==> src/rtl/core/assert_macros.svh <==
// ----------------------------------------------------------------------------
// Assertion macros
// Shared concurrent assertion forms, clocked on aclk, off during reset.
// ----------------------------------------------------------------------------
`ifndef ASSERT_MACROS_SVH
`define ASSERT_MACROS_SVH

// same-cycle implication
`define GRI_ASSERT_NOW(label, ante, cons) \
    label: assert property (@(posedge aclk) disable iff (!aresetn) (ante) |-> (cons)) \
        else $error("gri: same-cycle check failed");

// next-cycle implication
`define GRI_ASSERT_NEXT(label, ante, cons) \
    label: assert property (@(posedge aclk) disable iff (!aresetn) (ante) |=> (cons)) \
        else $error("gri: next-cycle check failed");

`endif

==> src/rtl/core/gri_pkg.sv <==
// ----------------------------------------------------------------------------
// gri_pkg
// Types and GF(2) / ring helper functions for the Galois ring inverse.
// ----------------------------------------------------------------------------
package gri_pkg;

    localparam int unsigned MAX_BITS = 64;
    localparam int unsigned NUM_COEF = 3;

    typedef logic [MAX_BITS-1:0] coef_t;
    typedef coef_t [NUM_COEF-1:0] poly_t;
    typedef coef_t [4:0] wide_t;
    typedef logic [2:0] gf2_poly_t;

    typedef struct packed {
        logic      is_unit;
        gf2_poly_t inv_bits;
    } unit_info_t;

    function automatic coef_t sel_coef(logic s, coef_t v);
        return s ? v : '0;
    endfunction

    function automatic gf2_poly_t gf2_mul(gf2_poly_t a, gf2_poly_t c, gf2_poly_t f);
        logic [4:0] p;
        logic [3:0] fm;
        p  = '0;
        fm = {1'b1, f};
        for (int i = 0; i < 3; i++) begin
            if (c[i]) p = p ^ ({2'b00, a} << i);
        end
        if (p[4]) p = p ^ {fm, 1'b0};
        if (p[3]) p = p ^ {1'b0, fm};
        return p[2:0];
    endfunction

    function automatic gf2_poly_t gf2_inv(gf2_poly_t g, gf2_poly_t f);
        gf2_poly_t b;
        b = '0;
        for (int c = 7; c >= 1; c--) begin
            if (gf2_mul(g, 3'(c), f) == 3'd1) b = 3'(c);
        end
        return b;
    endfunction

    // x^3 = -(f2 x^2 + f1 x + f0)
    function automatic poly_t ring_reduce(wide_t p_in, gf2_poly_t f);
        wide_t p;
        poly_t r;
        p    = p_in;
        p[3] = p[3] - sel_coef(f[2], p[4]);
        p[2] = p[2] - sel_coef(f[1], p[4]);
        p[1] = p[1] - sel_coef(f[0], p[4]);
        p[2] = p[2] - sel_coef(f[2], p[3]);
        p[1] = p[1] - sel_coef(f[1], p[3]);
        p[0] = p[0] - sel_coef(f[0], p[3]);
        r[0] = p[0];
        r[1] = p[1];
        r[2] = p[2];
        return r;
    endfunction

    // product with a polynomial of 0/1 coefficients
    function automatic poly_t ring_mul_bits(gf2_poly_t b, poly_t a, gf2_poly_t f);
        wide_t p;
        p = '0;
        for (int i = 0; i < 3; i++) begin
            for (int j = 0; j < 3; j++) begin
                p[i+j] = p[i+j] + sel_coef(b[i], a[j]);
            end
        end
        return ring_reduce(p, f);
    endfunction

endpackage

==> src/rtl/core/gri_front.sv <==
// ----------------------------------------------------------------------------
// gri_front
// Input stage: GF(2) inverse b of g mod 2 and u = 1 - b*g in the ring.
// ----------------------------------------------------------------------------
module gri_front import gri_pkg::*; #(
    parameter int W = 64
) (
    input  logic               aclk,
    input  logic               aresetn,
    input  gf2_poly_t          f,
    input  logic               in_valid,
    output logic               in_ready,
    input  poly_t              coef,
    output logic               out_valid,
    input  logic               out_ready,
    output logic [2:0][W-1:0]  out_u,
    output unit_info_t         out_info
);

    logic              v_reg;
    logic              en;
    poly_t             g_ext;
    gf2_poly_t         g2;
    gf2_poly_t         b;
    poly_t             t;
    logic [2:0][W-1:0] u_next, u_reg;
    unit_info_t        info_next, info_reg;

    assign en       = !v_reg || out_ready;
    assign in_ready = en;

    always_comb begin
        for (int k = 0; k < 3; k++) g_ext[k] = coef_t'(coef[k][W-1:0]);
        g2 = {coef[2][0], coef[1][0], coef[0][0]};
        b  = gf2_inv(g2, f);
        t  = ring_mul_bits(b, g_ext, f);
        u_next[0] = W'(1) - t[0][W-1:0];
        u_next[1] = W'(0) - t[1][W-1:0];
        u_next[2] = W'(0) - t[2][W-1:0];
        info_next.is_unit  = (b != 3'd0);
        info_next.inv_bits = b;
    end

    always_ff @(posedge aclk) begin
        if (!aresetn) begin
            v_reg <= 1'b0;
        end else if (en) begin
            v_reg <= in_valid;
        end
    end

    always_ff @(posedge aclk) begin
        if (en) begin
            u_reg    <= u_next;
            info_reg <= info_next;
        end
    end

    assign out_valid = v_reg;
    assign out_u     = u_reg;
    assign out_info  = info_reg;

endmodule

==> config.mk <==
export PLATFORM = sky130hd
export DESIGN_NAME = gri_front
export DESIGN_NICKNAME = d
export VERILOG_FILES = /design/src/rtl/core/assert_macros.svh /design/src/rtl/core/gri_pkg.sv /design/src/rtl/core/gri_front.sv
export SDC_FILE = /design/constraint.sdc
export NUM_CORES = 2
export LEC_CHECK = 0
export BUFFER_PORTS_ARGS = -buffer_cell sky130_fd_sc_hd__buf_2
export CAP_MARGIN = 0
export CELL_PAD_IN_SITES_DETAIL_PLACEMENT = 2
export CELL_PAD_IN_SITES_GLOBAL_PLACEMENT = 2
export CORE_ASPECT_RATIO = 1.2
export CORE_MARGIN = 1.5
export CORE_UTILIZATION = 38
export CTS_CLUSTER_DIAMETER = 60
export DETAILED_ROUTE_END_ITERATION = 8
export HOLD_SLACK_MARGIN = 0.15
export PLACE_DENSITY_LB_ADDON = 0.1
export REMOVE_ABC_BUFFERS = 1
export SYNTH_ARGS = -nofsm -noshare
export SYNTH_HDL_FRONTEND = slang
export SYNTH_SLANG_ARGS = --single-unit
==> constraint.sdc <==
create_clock -name aclk -period 13.7 [get_ports aclk]
set_clock_uncertainty 0.1 [all_clocks]
set_input_delay 2.74 -clock aclk [delete_from_list [all_inputs] [get_ports aclk]]
set_output_delay 2.74 -clock aclk [all_outputs]
set_load 0.005 [all_outputs]
Word-level counts from Yosys, hierarchy flattened
Cells that the tools add are included. Widths: inputs -> output; s select.

Multiplexer cells: 33. Equal/unequal tests: 7. Bitwise operators: 15. Add/sub/neg operators: 13. Reductions and logical operators: 3.

Operators by type and width (number): $mux 64 (15); $sub 64x64->64 (6); $add 64x64->64 (4); $sub 1x64->64 const A (3); $mux 3 (13); $eq 3x1->1 const B (7); $mux 4 (5); $xor 4x4->4 (5); $xor 3x3->3 (6); $xor 4x5->5 (2); $xor 3x5->5 (1); $xor 3x4->4 (1); $reduce_bool 3->1 (1); $logic_not 1->1 (1); $logic_or 1x1->1 (1).

Output and inout port bits: 198. Input port bits: 199. Register bits: 197. Logic and storage cells: 77.

Depth between registers and ports, before layout
Depth in word-level cells: 20. Depth in mapped cells: 45. Depth with buffers taken out: 39.

Worst setup path before layout
Ideal clock, no wire load.

Kind: in2reg. Start: input port coef[64] (netlist name). End: register u_reg (netlist bit out_u[126]), data pin. Stages on the path: 43. Data arrival time: 11.660 ns. Path buffers: 5. Setup time: 0.207 ns. Data required time: 13.393 ns. Setup slack: 1.732 ns. Cells stage by stage: buf_2 buf_2 inv_1 ha_1 buf_2 and3_1 o21ai_0 a2111oi_1 nand2_1 o31ai_2 nor2b_1 nor2_1 clkbuf_1 clkbuf_1 nand2_1 fa_1 inv_1 ha_1 [7 not listed] and2_1 o21ai_0 xor2_1 and2_1 fa_1 ha_1 a21o_1 a21o_1 a221oi_1 o21ai_0 a31oi_1 nor2_1 a211oi_1 o31ai_1 a221oi_1 o21ai_1 mux2i_1 a2111oi_0.

RTL lines: from (decl) (line gri_front.sv:13) `input poly_t coef,`; to (signal assigned) (line gri_front.sv:54) `u_reg <= u_next;`; to (decl) (line gri_front.sv:26) `logic [2:0][W-1:0] u_next, u_reg;`.

==> flow_summary.ini <==
[status]
status = completed

[yosys]
synth_seq_cells = 197
ys.warnings.count = 0
yosys.area.top_type = fa_1
synth_async_sr_flop_share_pct = 0
yosys-top-cells-area = fa_1 22%, edfxtp_1 17%, ha_1 11%, and2_1 6.6%, nand2_1 5.5%
synth_compound_area_share_pct = 15.4
synth_top_family_by_area = adder cells
postSynthCellCount = 4061
netlist_area_mm2 = 0.0350
synth-seq-area-share_pct = 16.9
yosys.area_share.simple_pct = 22.2
synth-main-ff-cell = edfxtp_1
synth_fa_ha_area_share_pct = 33.0
synth_top_area_share_pct = 21.6
yosys-mux-area-fraction_pct = 0.0929
synth_area_per_cell_um2 = 8.62
synth_cell_types = 91
synth-edff-count = 196
synth-xor-area-share_pct = 6.43

[clock_network]
cts_resized = 0
h-tree-depth = 4
clk_pin_slew_ns = 0.08
numCtsBuffers = 17
postCtsSetupBuffers = 0
cts_buffer_depth = 2
cts_sinks = 197
clk-insertion-delay-late_ns = 0.52
postCtsHoldBufs = 0
cts_tree = yes
cts_root_buf = clkbuf_16

[die]
die-area_mm2 = 0.0940
std_cell_rows = 121
io_pins = 397
die_w_um = 280
fp.dieH_um = 336
core_mm2 = 0.0910
start_util_pct = 38.5

[critical_path]
critPathBufInv = 4
arrival_ns = 13.07
worstPathRequired_ns = 13.90
critical_path.max_stage_delay_ns = 0.70
end_kind = register
worstSetupPathType = in2reg
cpMaxStageDelayCell = o31ai_1
cp-start-kind = primary input
crit_path_max_fanout = 41
path_delay_family = compound AO/OA/AOI/OAI gates

[final_layout]
layout.nets = 5264
final_common_cell = nand2_1
layout_common_cells = 510 x nand2_1, 393 x buf_2, 378 x fa_1, 372 x and2_1, 369 x inv_1
design_area_mm2 = 0.0390
drive_above_1_share_pct = 12.2
syn_to_final_growth_pct = 11.5
n_fill_cell = 10325

[sta]
fmax_ghz = 0.0777
maxSlewHeadroom_pct = 24.8
rsz0062_at_grt = no
finalCritPeriodShare_pct = 93.9
worst_slew_pin_slew_ns = 1.12
setup_viol = 0
final.min_clock_period_ns = 12.87
finalHoldViolCount = 0
fin_tns_setup_ns = 0
finalMaxSlewViolations = 0

[detailed_routing]
ant_nets = 0
dr.pass1.iters = 5
remaining_drc_errors = 0
vias = 31307
wire_per_inst_um = 24.1
wl_um = 135000
post_drt_via_cell_ratio = 5.58
drt_iter0_drc = 1468

[global_route]
grt_max_degree = 136
grt_pass1_vias = 34798
antenna_found_initial = 9
overflow = 0
track_usage_pct = 29.0
grt_pass1_wl_um = 208000

[placement]
place_area_mm2 = 0.0385
gp_congestion = 0.903
port-buffer-count = 396
post-dp-hpwl_um = 113000

[hold_path]
hp-class = reg2reg

[flow_run]
cap_violations = 0
-- final timing paths --
kind              from          to  slack (ns)  cells after the start
max            coef[0]  out_u[126]        0.83                     38
min          out_valid    out_u[0]        0.89                      1
max reg2reg  out_valid   out_u[28]       11.66                      2
min reg2reg  out_valid    out_u[0]        0.89                      1
-- per-layer routing --
metal | vias to the layer above | part of all wire (%) | track usage (%)
met1 | 16066 | 42 | 36.1
met4 | 6 | 3.4 | 9.86
met2 | 657 | 51 | 52.2
met5 | - | 0.035 | 0
li1 | 14417 | - | -
met3 | 161 | 3.7 | 2.50
-- state kept, by name (all words and copies together), names as in the netlist --
register   flops
out_valid      1
out_info       4
out_u        192
-- synthesized netlist by cell type (11+ instances only) --
library cell	instances
and3_1	216
nand3_1	57
a21o_1	130
edfxtp_1	196
inv_1	369
nand4_1	47
nor3_1	30
o21ai_1	13
a21boi_0	13
o31ai_1	19
and2_1	372
xnor2_1	148
clkbuf_1	165
nor2b_1	41
ha_1	319
fa_1	378
xor2_1	104
o21ai_0	144
a221oi_1	11
buf_2	14
nor2_1	160
a31oi_1	31
nand2_1	511
a211oi_1	23
nand2b_1	34
o21bai_1	47
o21a_1	32
a21oi_1	271
o211ai_1	13
-- final cells by class --
cell class	instances	area (um^2)	area share [%]
inverters	369	1390	3.55
well taps	1230	1540	3.94
flip-flops and latches	197	5910	15.1
repair buffers	473	2630	6.74
multi-input cells	3310	27000	69.3
clock buffers	19	433	1.11
clock inverters	12	108	0.276
diodes	1	2.50	0.00641
-- cells by family (layout without fill, tap and decap cells) --
group           after synthesis  in the layout
flops                       197            197
mux                           3              3
buf+inv                     554            873
simple gates               1520           1520
other cells                   0              1
fa+ha+maj                   697            697
xor+xnor                    254            254
compound gates              836            836
-- stage by stage --
stage          utilization [%]  instances  worst slack, ns  hold slack, ns
6_report                  42.9       5611            0.831           0.888
3_3_place_gp              42.3       5579            0.863           0.862
2_1_floorplan                -       3876            -2.47            2.78
3_5_place_dp              42.3       5579            0.438           0.886
5_1_grt                   42.9       5610            0.126           0.932
4_1_cts                   42.9       5610            0.950           0.906
Power is left out: the tool's default activity adds up to more than one toggle a clock period on the data nets, which glitch-free logic cannot reach.
