File: src/rtl/core/assert_macros.svh
// ----------------------------------------------------------------------------
// Assertion macros
// Shared concurrent assertion forms, clocked on aclk, off during reset.
// ----------------------------------------------------------------------------
`ifndef ASSERT_MACROS_SVH
`define ASSERT_MACROS_SVH

// same-cycle implication
`define GRI_ASSERT_NOW(label, ante, cons) \
    label: assert property (@(posedge aclk) disable iff (!aresetn) (ante) |-> (cons)) \
        else $error("gri: same-cycle check failed");

// next-cycle implication
`define GRI_ASSERT_NEXT(label, ante, cons) \
    label: assert property (@(posedge aclk) disable iff (!aresetn) (ante) |=> (cons)) \
        else $error("gri: next-cycle check failed");

`endif

File: src/rtl/core/gri_pkg.sv
// ----------------------------------------------------------------------------
// gri_pkg
// Types and GF(2) / ring helper functions for the Galois ring inverse.
// ----------------------------------------------------------------------------
package gri_pkg;

    localparam int unsigned MAX_BITS = 64;
    localparam int unsigned NUM_COEF = 3;

    typedef logic [MAX_BITS-1:0] coef_t;
    typedef coef_t [NUM_COEF-1:0] poly_t;
    typedef coef_t [4:0] wide_t;
    typedef logic [2:0] gf2_poly_t;

    typedef struct packed {
        logic      is_unit;
        gf2_poly_t inv_bits;
    } unit_info_t;

    function automatic coef_t sel_coef(logic s, coef_t v);
        return s ? v : '0;
    endfunction

    function automatic gf2_poly_t gf2_mul(gf2_poly_t a, gf2_poly_t c, gf2_poly_t f);
        logic [4:0] p;
        logic [3:0] fm;
        p  = '0;
        fm = {1'b1, f};
        for (int i = 0; i < 3; i++) begin
            if (c[i]) p = p ^ ({2'b00, a} << i);
        end
        if (p[4]) p = p ^ {fm, 1'b0};
        if (p[3]) p = p ^ {1'b0, fm};
        return p[2:0];
    endfunction

    function automatic gf2_poly_t gf2_inv(gf2_poly_t g, gf2_poly_t f);
        gf2_poly_t b;
        b = '0;
        for (int c = 7; c >= 1; c--) begin
            if (gf2_mul(g, 3'(c), f) == 3'd1) b = 3'(c);
        end
        return b;
    endfunction

    // x^3 = -(f2 x^2 + f1 x + f0)
    function automatic poly_t ring_reduce(wide_t p_in, gf2_poly_t f);
        wide_t p;
        poly_t r;
        p    = p_in;
        p[3] = p[3] - sel_coef(f[2], p[4]);
        p[2] = p[2] - sel_coef(f[1], p[4]);
        p[1] = p[1] - sel_coef(f[0], p[4]);
        p[2] = p[2] - sel_coef(f[2], p[3]);
        p[1] = p[1] - sel_coef(f[1], p[3]);
        p[0] = p[0] - sel_coef(f[0], p[3]);
        r[0] = p[0];
        r[1] = p[1];
        r[2] = p[2];
        return r;
    endfunction

    // product with a polynomial of 0/1 coefficients
    function automatic poly_t ring_mul_bits(gf2_poly_t b, poly_t a, gf2_poly_t f);
        wide_t p;
        p = '0;
        for (int i = 0; i < 3; i++) begin
            for (int j = 0; j < 3; j++) begin
                p[i+j] = p[i+j] + sel_coef(b[i], a[j]);
            end
        end
        return ring_reduce(p, f);
    endfunction

endpackage

File: src/rtl/core/gri_back.sv
// ----------------------------------------------------------------------------
// gri_back
// Output stage: inverse = b * R, zero for a non-unit; output register.
// ----------------------------------------------------------------------------
module gri_back import gri_pkg::*; #(
    parameter int W = 64
) (
    input  logic               aclk,
    input  logic               aresetn,
    input  gf2_poly_t          f,
    input  logic               in_valid,
    output logic               in_ready,
    input  logic [2:0][W-1:0]  r_in,
    input  unit_info_t         info_in,
    output logic               out_valid,
    input  logic               out_ready,
    output poly_t              out_inv,
    output logic               out_unit
);

    logic  v_reg;
    logic  en;
    poly_t r_ext;
    poly_t res;
    poly_t inv_next, inv_reg;
    logic  unit_reg;

    assign en       = !v_reg || out_ready;
    assign in_ready = en;

    always_comb begin
        for (int k = 0; k < 3; k++) r_ext[k] = coef_t'(r_in[k]);
        res = ring_mul_bits(info_in.inv_bits, r_ext, f);
        for (int k = 0; k < 3; k++) begin
            inv_next[k] = info_in.is_unit ? coef_t'(res[k][W-1:0]) : '0;
        end
    end

    always_ff @(posedge aclk) begin
        if (!aresetn) begin
            v_reg <= 1'b0;
        end else if (en) begin
            v_reg <= in_valid;
        end
    end

    always_ff @(posedge aclk) begin
        if (en) begin
            inv_reg  <= inv_next;
            unit_reg <= info_in.is_unit;
        end
    end

    assign out_valid = v_reg;
    assign out_inv   = inv_reg;
    assign out_unit  = unit_reg;

endmodule

File: config.mk
export PLATFORM = sky130hd
export DESIGN_NAME = gri_back
export DESIGN_NICKNAME = d
export VERILOG_FILES = /design/src/rtl/core/assert_macros.svh /design/src/rtl/core/gri_pkg.sv /design/src/rtl/core/gri_back.sv
export SDC_FILE = /design/constraint.sdc
export NUM_CORES = 2
export LEC_CHECK = 0
export BUFFER_PORTS_ARGS = -buffer_cell sky130_fd_sc_hd__buf_2
export CAP_MARGIN = 20
export CORE_MARGIN = 2
export CORE_UTILIZATION = 62
export DETAILED_ROUTE_END_ITERATION = 10
export GPL_TIMING_DRIVEN = 1
export PLACE_DENSITY = 0.9
export SETUP_SLACK_MARGIN = 0.1
export SLEW_MARGIN = 30
export SYNTH_ARGS = -nofsm -noshare
export SYNTH_HDL_FRONTEND = slang
export SYNTH_SLANG_ARGS = --single-unit
File: constraint.sdc
create_clock -name aclk -period 11.6 [get_ports aclk]
set_input_delay 1.16 -clock aclk [delete_from_list [all_inputs] [get_ports aclk]]
set_output_delay 1.16 -clock aclk [all_outputs]
set_load 0.02 [all_outputs]
* Yosys cells after proc, flatten, opt, wreduce, memory -nomap -nowiden
Cells that the tools add are included.
** Word-level totals
- Flip-flop bits (word level) :: 194
- Latch bits :: 0
- Bits in writable memories :: 0
- ROM bits :: 0
- Bits of input ports :: 203
- Word-level logic and storage cells :: 32
- Memories kept :: 0
** Operators by class
- Add/subtract/negate cells :: 10
- $mul :: 0
- Div/mod/pow operators :: 0
- $lt $le $gt $ge :: 0
- Equality and inequality tests :: 0
- Shifts and indexed selects :: 0
- Mux-type cells :: 15
- Bitwise operators :: 0
- Reduce and logical (&&, ||, !) cells :: 2
** Operator list (number)
- $mux 64 :: 15
- $sub 64x64->64 :: 6
- $add 64x64->64 :: 4
- $logic_not 1->1 :: 1
- $logic_or 1x1->1 :: 1

* Longest topological paths before layout
- Word-level depth :: 5
- Mapped depth :: 38
- Gate-level depth less buffers :: 34

* Least setup slack after synthesis
Ideal clock, no wire load.
- Kind :: input -> register
- Start :: in info_in[2] in the netlist's numbering
- End :: reg inv_reg, in the netlist out_inv[188], data pin
- Setup time :: 0.273 ns
- Data arrival time :: 8.882 ns
- Required time :: 11.327 ns
- Setup slack :: 2.445 ns
- Cell stages on the path :: 35
- Path through :: clkbuf_1 > clkbuf_1 > clkbuf_1 > nand2_1 > fa_1 > inv_1 > fa_1 > a21o_1 > a21oi_1 > o21ai_0 > a31o_2 > a21oi_1 > nor2b_1 > o21a_1 > o21a_1 > o31a_1 > a311o_1 > fa_1 > inv_1 > fa_1 > inv_1 > fa_1 > inv_1 > ha_1 > nand2_1 > o21a_1 > o21ai_0 > a211oi_1 > o31ai_1 > a221oi_1 > and2_1 > o21ai_1 > a311o_1 > mux2_2 > o2111ai_1
** On the way
- Longest elaborated chain between the ends :: 5
- Elaborated cells between the ends (all ways) :: 11
- Classes of those cells :: 5 x add/sub; 6 x mux
** Ends and longest elaborated chain
- start, declared :: RTL line gri_back.sv:14 : input unit_info_t info_in,
- $mux 64 :: RTL line gri_pkg.sv:21 : return s ? v : '0;
- $add 64x64->64 / $mux 64 (equally long branches) :: RTL line gri_pkg.sv:69, gri_pkg.sv:21
- $sub 64x64->64 :: RTL line gri_pkg.sv:51 : p[3] = p[3] - sel_coef(f[2], p[4]);
- $mux 64 :: RTL line gri_pkg.sv:21
- $sub 64x64->64 (*) :: RTL line gri_pkg.sv:54 : p[2] = p[2] - sel_coef(f[2], p[3]);
- end signal, assigned :: RTL line gri_back.sv:49 : inv_reg <= inv_next;
- end, declared :: RTL line gri_back.sv:25 : poly_t inv_next, inv_reg;
Mark *: on every way between the ends. The rest lies on a longest branch, timed or not.
A chain may end at the register's enable or synchronous reset.

* Worst setup path in the final report
Ends and elaborated chain as after synthesis.

==> flow_summary.yaml <==
synth:
  ys_seq_area_share_pct: 16.46
  synth.distinct_cells: 87
  syn-num-nets: 5190
  synth_fa_ha_area_share_pct: 30.46
  async_flop_share_pct: 0
  ys_warn_count: 0
  synth_top_family_by_area: "adder cells"
  syn_avg_cell_area_um2: 8.116
  synth_ff_type: "edfxtp_1"
  muxShareOfSynthArea_pct: 0.2868
  synth-simple-area-share_pct: 23.41
  yosys_register_bits: 194
  synth_compound_area_share_pct: 16.08
  synth-xor-area-share_pct: 5.279
  syn-instance-count: 4354
  synth_edf_count: 193
  syn_area_um2: 35340
cts:
  cts_made_buffers: 17
  clk_pin_slew_worst_paths_ns: 0.09
  htreeDepth: 4
  cts-resized-gates: 0
  worstSkewPairLatency_ns: 0.51
  tritoncts: "done"
  hold_buffers: 0
  postCtsSetupRepairBufs: 0
  root_buffer: "clkbuf_16"
  cts.path.max_buffers: 2
  clock_sinks: 194
placement:
  portBuffers: 397
  dp_hpwl_um: 96220
  place_congestion: 1.074
  placed_cell_area_um2: 37710
floorplanning:
  die-area_um2: 58920
  rows: 87
  start_util_pct: 62.67
  ios: 398
  die_h_um: 242.7
  core_um2: 56390
  die_w_um: 242.7
finish:
  multi_input_area_um2: 26720
  syn2layout_area_growth_pct: 8.600
  nets: 5421
  regArea_um2: 5816
  final_area_um2: 38380
  final.fill_count: 4810
  layout-drive-gt1-share_pct: 10.70
power:
  p_int_mw: 5.011
  switching_share_pct: 55.98
  power.share.sequential_pct: 11.8
  ir_worst_vdd_mv: 0.2210
  p_per_area_nw_per_um2: 296.6
  p_sw_mw: 6.372
  pwr-share-clk_pct: 5.6
  p_comb_share_pct: 82.6
  leakage_nw: 19.37
hold_path:
  hp-class: "in -> reg"
route:
  vias_per_cell: 6.207
  wl_um: 119200
  vias: 33386
  first_pass_iters: 9
  drcViolationCount: 0
  antenna_left: 0
  drtIter0Drc: 3633
  wl_per_cell_um: 22.16
worst_setup_path:
  endpoint_kind: "flip-flop"
  max_stage_delay_ns: 0.63
  crit_fanout: 120
  cp.required_ns: 11.85
  arrival_ns: 10.46
  worstSetupPathType: "in -> reg"
  start_kind: "primary input"
  cp_slowest_cell: "o41ai_1"
global_routing:
  grt-ovfl-total: 0
  grt_max_degree: 121
  grt_first_pass_wirelength_um: 182700
  grt_pass1_vias: 32175
  antenna_found_initial: 20
  grt_usage_pct: 40.24
timing:
  clock.fmax_ghz: 0.09792
  fin_crit_ns: 10.21
  fin_tns_setup_ns: 0
  relSlewSlack_pct: 32.36
  min_period_over_period_pct: 88.04
  hold_viol_final: 0
  grt_setup_unrepaired: "false"
  setup_viol: 0
  final.setup_skew_ns: 0.01219
  maxSlewViolCount: 0
  tightest_slew_ns: 1.015
status:
  status: "finished, final reports clean"
flow_run:
  max_cap_viol_count: 0
-- logic make-up (layout without fill, tap and decap cells) --
| logic type | after synthesis | after routing |
|---|---|---|
| other | 0 | 25 |
| XOR/XNOR | 213 | 213 |
| adder cells (fa/ha/maj) | 633 | 633 |
| buffers and inverters | 754 | 998 |
| AND/OR/NAND/NOR | 1687 | 1687 |
| AO/OA/AOI/OAI | 863 | 863 |
| multiplexers | 10 | 10 |
| flip-flops | 194 | 194 |
-- worst paths after layout --
path	slack [ns]	cells after the start	startpoint	end
hold reg to reg	1.12	1	out_valid	out_inv[57]
setup / recovery	1.39	33	info_in[2]	out_inv[188]
setup reg to reg	8.82	3	out_valid	out_inv[136]
hold / removal	0.89	3	in_valid	out_valid
-- through the flow --
stage	utilization, %	setup slack, ns	hold slack, ns	power, mW	cells
finish	68.06	1.388	0.8851	11.38	5379
global route	68.04	1.071	0.9095	12.23	5373
global placement	66.86	1.330	1.105	10.32	5322
CTS	67.93	1.621	0.8714	11.11	5354
detailed placement	66.88	1.094	1.118	10.42	5322
floorplan	-	2.445	1.259	7.795	4354
-- cells in the mapped netlist (5+ instances only) --
cell type / instances / area share (%)
a211oi_1: 18 / 0.38
a21boi_0: 11 / 0.23
a21o_1: 190 / 4.0
a21oi_1: 244 / 3.5
a221o_1: 5 / 0.14
a221oi_1: 8 / 0.20
a311oi_1: 10 / 0.25
a31o_2: 6 / 0.15
a31oi_1: 42 / 0.74
a41oi_1: 8 / 0.20
and2_1: 337 / 6.0
and3_1: 160 / 2.8
and4_1: 8 / 0.20
clkbuf_1: 204 / 2.2
edfxtp_1: 193 / 16
fa_1: 379 / 21
ha_1: 254 / 9.0
inv_1: 543 / 5.8
mux2i_1: 9 / 0.25
nand2_1: 614 / 6.5
nand2b_1: 36 / 0.64
nand3_1: 58 / 0.82
nand3b_1: 6 / 0.13
nand4_1: 53 / 0.94
nor2_1: 282 / 3.0
nor2b_1: 32 / 0.57
nor3_1: 56 / 0.79
nor3b_1: 10 / 0.21
nor4_1: 6 / 0.11
o2111ai_1: 5 / 0.12
o211a_1: 6 / 0.17
o211ai_1: 15 / 0.32
o21a_1: 36 / 0.76
o21ai_0: 132 / 1.9
o21ai_1: 9 / 0.13
o21bai_1: 34 / 0.72
o311ai_0: 5 / 0.12
o31a_1: 8 / 0.20
o31ai_1: 18 / 0.38
o41ai_1: 7 / 0.17
or2_2: 7 / 0.12
xnor2_1: 119 / 2.9
xor2_1: 94 / 2.3
-- cells in the final DEF (no fill, tap or decap), types with 8 or more instances in the layout --
master       n
a211oi_1    18
a21boi_0    11
a21o_1     190
a21oi_1    244
a221oi_1     8
a311oi_1    10
a31oi_1     42
a41oi_1      8
and2_1     336
and3_1     160
and4_1       8
buf_2      392
buf_4       29
clkbuf_16   17
diode_2     25
edfxtp_1   193
fa_1       379
ha_1       254
inv_1      542
mux2i_1      9
nand2_1    614
nand2b_1    35
nand3_1     58
nand4_1     53
nor2_1     282
nor2b_1     32
nor3_1      55
nor3b_1     10
o211ai_1    15
o21a_1      36
o21ai_0    132
o21ai_1      9
o21bai_1    34
o31a_1       8
o31ai_1     17
xnor2_1    119
xor2_1      94
-- flip-flops by register name, indices dropped and copies added (netlist names) --
name and flops:
out_unit 1, out_inv 192, out_valid 1
-- metal layers --
layer	vias up	GRT usage, %	wire (um)
met5	-	0	11
met4	2	19.13	5899
met3	322	9.387	13480
met2	1861	59.78	51650
met1	16223	55.64	48180
li1	14978	-	-
-- worst max-delay path, delay by kind of cell --
family	cells	cell delay, ns
simple gates	4	0.92
mux	1	0.25
buf+inv	5	0.74
fa+ha+maj	6	2.72
xor+xnor	1	0.25
compound gates	16	4.35
-- area by class of cell --
| cell class | count | area share (%) |
|---|---|---|
| well taps | 756 | 2.465 |
| clock buffers | 17 | 1.108 |
| clock inverters | 15 | 0.4369 |
| multi-input cells | 3406 | 69.61 |
| inverters | 543 | 5.324 |
| flip-flops and latches | 194 | 15.15 |
| diodes | 25 | 0.1630 |
| repair buffers | 423 | 5.738 |
-- power by group through the flow --
stage	Combinational (mW)	Sequential [mW]	Clock, mW
floorplan	6.07	1.72	0
global placement	8.98	1.35	0
detailed placement	9.07	1.35	0
CTS	9.13	1.34	0.640
global route	10.2	1.36	0.666
finish	9.41	1.34	0.639
Note: power is estimated with default switching activity, not from simulation.
